<file path="src/rtl/core/ocbu_ram.sv">
`timescale 1ns / 1ps
// ----------------------------------------------------------------------------
// ocbu_ram
// Simple dual-port RAM, one write port, one registered read port (read-first).
// ----------------------------------------------------------------------------
module ocbu_ram #(
    parameter int unsigned WIDTH = 8,
    parameter int unsigned DEPTH = 256
) (
    input  logic                     clk,
    input  logic                     we,
    input  logic [$clog2(DEPTH)-1:0] waddr,
    input  logic [WIDTH-1:0]         wdata,
    input  logic                     re,
    input  logic [$clog2(DEPTH)-1:0] raddr,
    output logic [WIDTH-1:0]         rdata
);

    logic [WIDTH-1:0] mem [0:DEPTH-1];
    logic [WIDTH-1:0] rdata_reg;

    always_ff @(posedge clk)
    begin
        if (we)
        begin
            mem[waddr] <= wdata;
        end
        if (re)
        begin
            rdata_reg <= mem[raddr];
        end
    end

    assign rdata = rdata_reg;

endmodule

</file>
<file path="config.mk">
export PLATFORM = sky130hd
export DESIGN_NAME = ocbu_ram
export DESIGN_NICKNAME = d
export VERILOG_FILES = /design/src/rtl/core/ocbu_ram.sv
export SDC_FILE = /design/constraint.sdc
export NUM_CORES = 2
export LEC_CHECK = 0
export BUFFER_PORTS_ARGS = -buffer_cell sky130_fd_sc_hd__buf_4
export CAP_MARGIN = 40
export CORE_AREA = 5 5 467 585
export DETAILED_ROUTE_END_ITERATION = 8
export DIE_AREA = 0 0 472 590
export GPL_TIMING_DRIVEN = 0
export PLACE_DENSITY = 0.44
export SKIP_LAST_GASP = 1
export SYNTH_ARGS = -nofsm -noshare
export SYNTH_HDL_FRONTEND = slang
export SYNTH_SLANG_ARGS = --single-unit
</file>
<file path="constraint.sdc">
create_clock -name clk -period 3.02 [get_ports clk]
set_input_delay 0.604 -clock clk [delete_from_list [all_inputs] [get_ports clk]]
set_output_delay 0.604 -clock clk [all_outputs]
set_load 0.01 [all_outputs]
</file>
==> results_dict.tcl <==
set metrics [dict create \
    cts_tree "yes" \
    reg2regPathDepth 7 \
    grt_pass1_vias 42200 \
    core_area_um2 268000 \
    maxSlewViolCount 0 \
    syn_area_um2 79600 \
    fp.dieArea_um2 278000 \
    routed_wl_mm 281 \
    grt_usage 0.197 \
    violations "negative setup slack" \
    num_vias 41600 \
    ios 35 \
    initial_utilization 0.298 \
    async_flop_share 0 \
    hp-class "primary input to flop" \
    multi_input_comb_area_um2 17100 \
    ys_types 54 \
    antenna_found_initial 23 \
    total_power_uw 60400 \
    drive_gt1_frac 0.300 \
    synth_warnings 0 \
    numCtsBuffers 211 \
    sw_frac_of_total 0.228 \
    peakVddDrop_mv 0.371 \
    cp.required_ps 3720 \
    final_cell_mix "edfxtp_1, mux4_2, nor2_1" \
    crit_type "primary input to flop" \
    hpwl_mm 194 \
    synthToLayoutAreaGrowth_pct 18.4 \
    synth_fp_nets 3760 \
    nets 4249 \
    grt_pass1_wl_mm 375 \
    drcViolationCount 0 \
    synthFlopType "edfxtp_1" \
    crit_path_max_fanout 10 \
    p_leak_uw 0.0292 \
    p_clk_frac 0.414 \
    largest_reg_flops 2048 \
    ys_seq_elements 2056 \
    cp-end-kind "flop" \
    seq_area_frac_synth 0.775 \
    synth_edf_count 2056 \
    grt_max_degree 145 \
    outcome "finished, violations left" \
    seqCellArea_um2 61700 \
    holdPathStages 1 \
    p_int_uw 46600 \
    dr.pass1.iters 6 \
    worstSetupStartpointType "primary input" \
    dieHeight_um 590 \
    avgSynthCellArea_um2 21.3 \
    clock_sink_count 2056 \
    syn_inst 3733 \
    gp_congestion 0.910 \
    fin_crit_ps 3190 \
    port_buffers 27 \
    placement_rows 213 \
    fmax_ghz 0.313 \
    p_sw_uw 13800 \
    setup_viol_count_final 49 \
    post-place-cells 7544 \
    hold_viol_final 0 \
    fin_ws_ps -171 \
    p_seq_frac 0.522 \
    final_common_cell "edfxtp_1" \
    p_comb_frac 0.065 \
    cts_buffer_depth 4 \
    insertion_delay_ps 880 \
    htree_levels 4 \
    fin_cells 7929 \
    whs_ps 162 \
    ctsRootBufferMaster "clkbuf_16" \
    worst-endpoint-arrival_ps 3890 \
    nFillCells 25000 \
    grt_overflow 0 \
    worst_pin_slew_ps 997 \
    wl_per_cell_um 35.4 \
    clock_skew_ps 40.1 \
    post-route-period-util 1.06 \
    clk_pin_slew_ps 60 \
    max_slew_margin 0.335 \
    avgViaCountPerCell 5.24 \
    antenna_left 0 \
    cap_violations 0 \
    dr.first_iter.drc_count 4528 \
    die_w_um 472 \
    rsz0062_at_grt "yes" \
    power.density_nw_per_um2 640 \
]
==> cell families (layout without fill, tap and decap cells) <==
family                 after synthesis  count (layout)  synth area share
DFF                               2056            2056             0.775
muxes                              591             591             0.146
and+or+nand+nor                    466             466            0.0263
AOI/OAI and AO/OA                  385             385            0.0342
buffers and inverters              235             875            0.0183
other                                0               9                 0
==> critical path, cell delays in order <==
cell and delay, ps:
buf_4 100, buf_4 290, nor2b_1 470, clkbuf_2 440
clkbuf_1 420, buf_8 230, a22oi_1 230, a21oi_1 290
nor3_1 120, nor4_2 400, buf_4 250
==> Yosys cell counts, drive strengths merged (10+ instances only) <==
cell type,number,area (um2)
nand3,34,170
mux2i,134,1340
nand2,33,124
o221ai,47,418
a21oi,96,480
nor2b,31,194
o21ai,12,60.1
a22oi,133,998
clkbuf,111,417
nor4,27,188
mux4,456,10300
a221oi,14,129
nor3,22,110
edfxtp,2056,61700
nand4,10,62.6
o22ai,28,175
buf,122,1030
nor2,282,1060
o211ai,10,75.1
a211oi,16,120
==> path summary, 6_finish.rpt <==
kind	from	to	slack (ps)
max	raddr[4]	rdata[3]	-170
min	wdata[0]	mem[109][0]	160
max reg2reg	mem[83][2]	rdata[2]	10
min reg2reg	mem[32][5]	rdata[5]	1400
==> metal layers <==
metal / share of wire / wire, um / global-route usage
met1: 0.38 / 108000 / 0.245
met2: 0.50 / 141000 / 0.340
met3: 0.059 / 16500 / 0.0301
met4: 0.054 / 15300 / 0.0925
met5: 0.00012 / 34 / 0
==> metrics by stage <==
step	util	instance area, um2	TNS (ps)	setup WS (ps)
floorplan	-	79600	0	340
global placement	0.315	84300	-2898190	-4150
detailed placement	0.325	86900	-1070600	-2050
CTS	0.352	94100	-367	-185
global route	0.352	94300	-650	-94.1
finish	0.353	94300	-4000	-171
==> cell type report <==
cell class              instances  share of cell area
flip-flops and latches       2056               0.655
multi-input cells            1442               0.181
clock buffers                 243              0.0573
well taps                    3547              0.0471
repair buffers                278              0.0305
plain buffers                 231              0.0192
clock inverters               121              0.0102
diodes                          9            0.000239
inverters                       2           0.0000796
==> what timing repair did <==
action | 4_1_cts | 5_1_grt
endpoints found under the hold margin | 8 | 0
buffers inserted | 5 | 3
setup endpoints to repair | 374 | 179
gates resized for setup | 206 | 39
hold buffers | 1 | 0
pin swaps | 6 | 3
==> power groups by stage <==
stage | clock [uW] | sequential [uW] | combinational [uW]
2_1_floorplan | 0 | 32100 | 1530
3_3_place_gp | 0 | 32200 | 3520
3_5_place_dp | 0 | 32100 | 3800
4_1_cts | 25500 | 31500 | 3910
5_1_grt | 26600 | 31500 | 4000
6_report | 25000 | 31500 | 3910
Power figures use the tool's default switching activity.
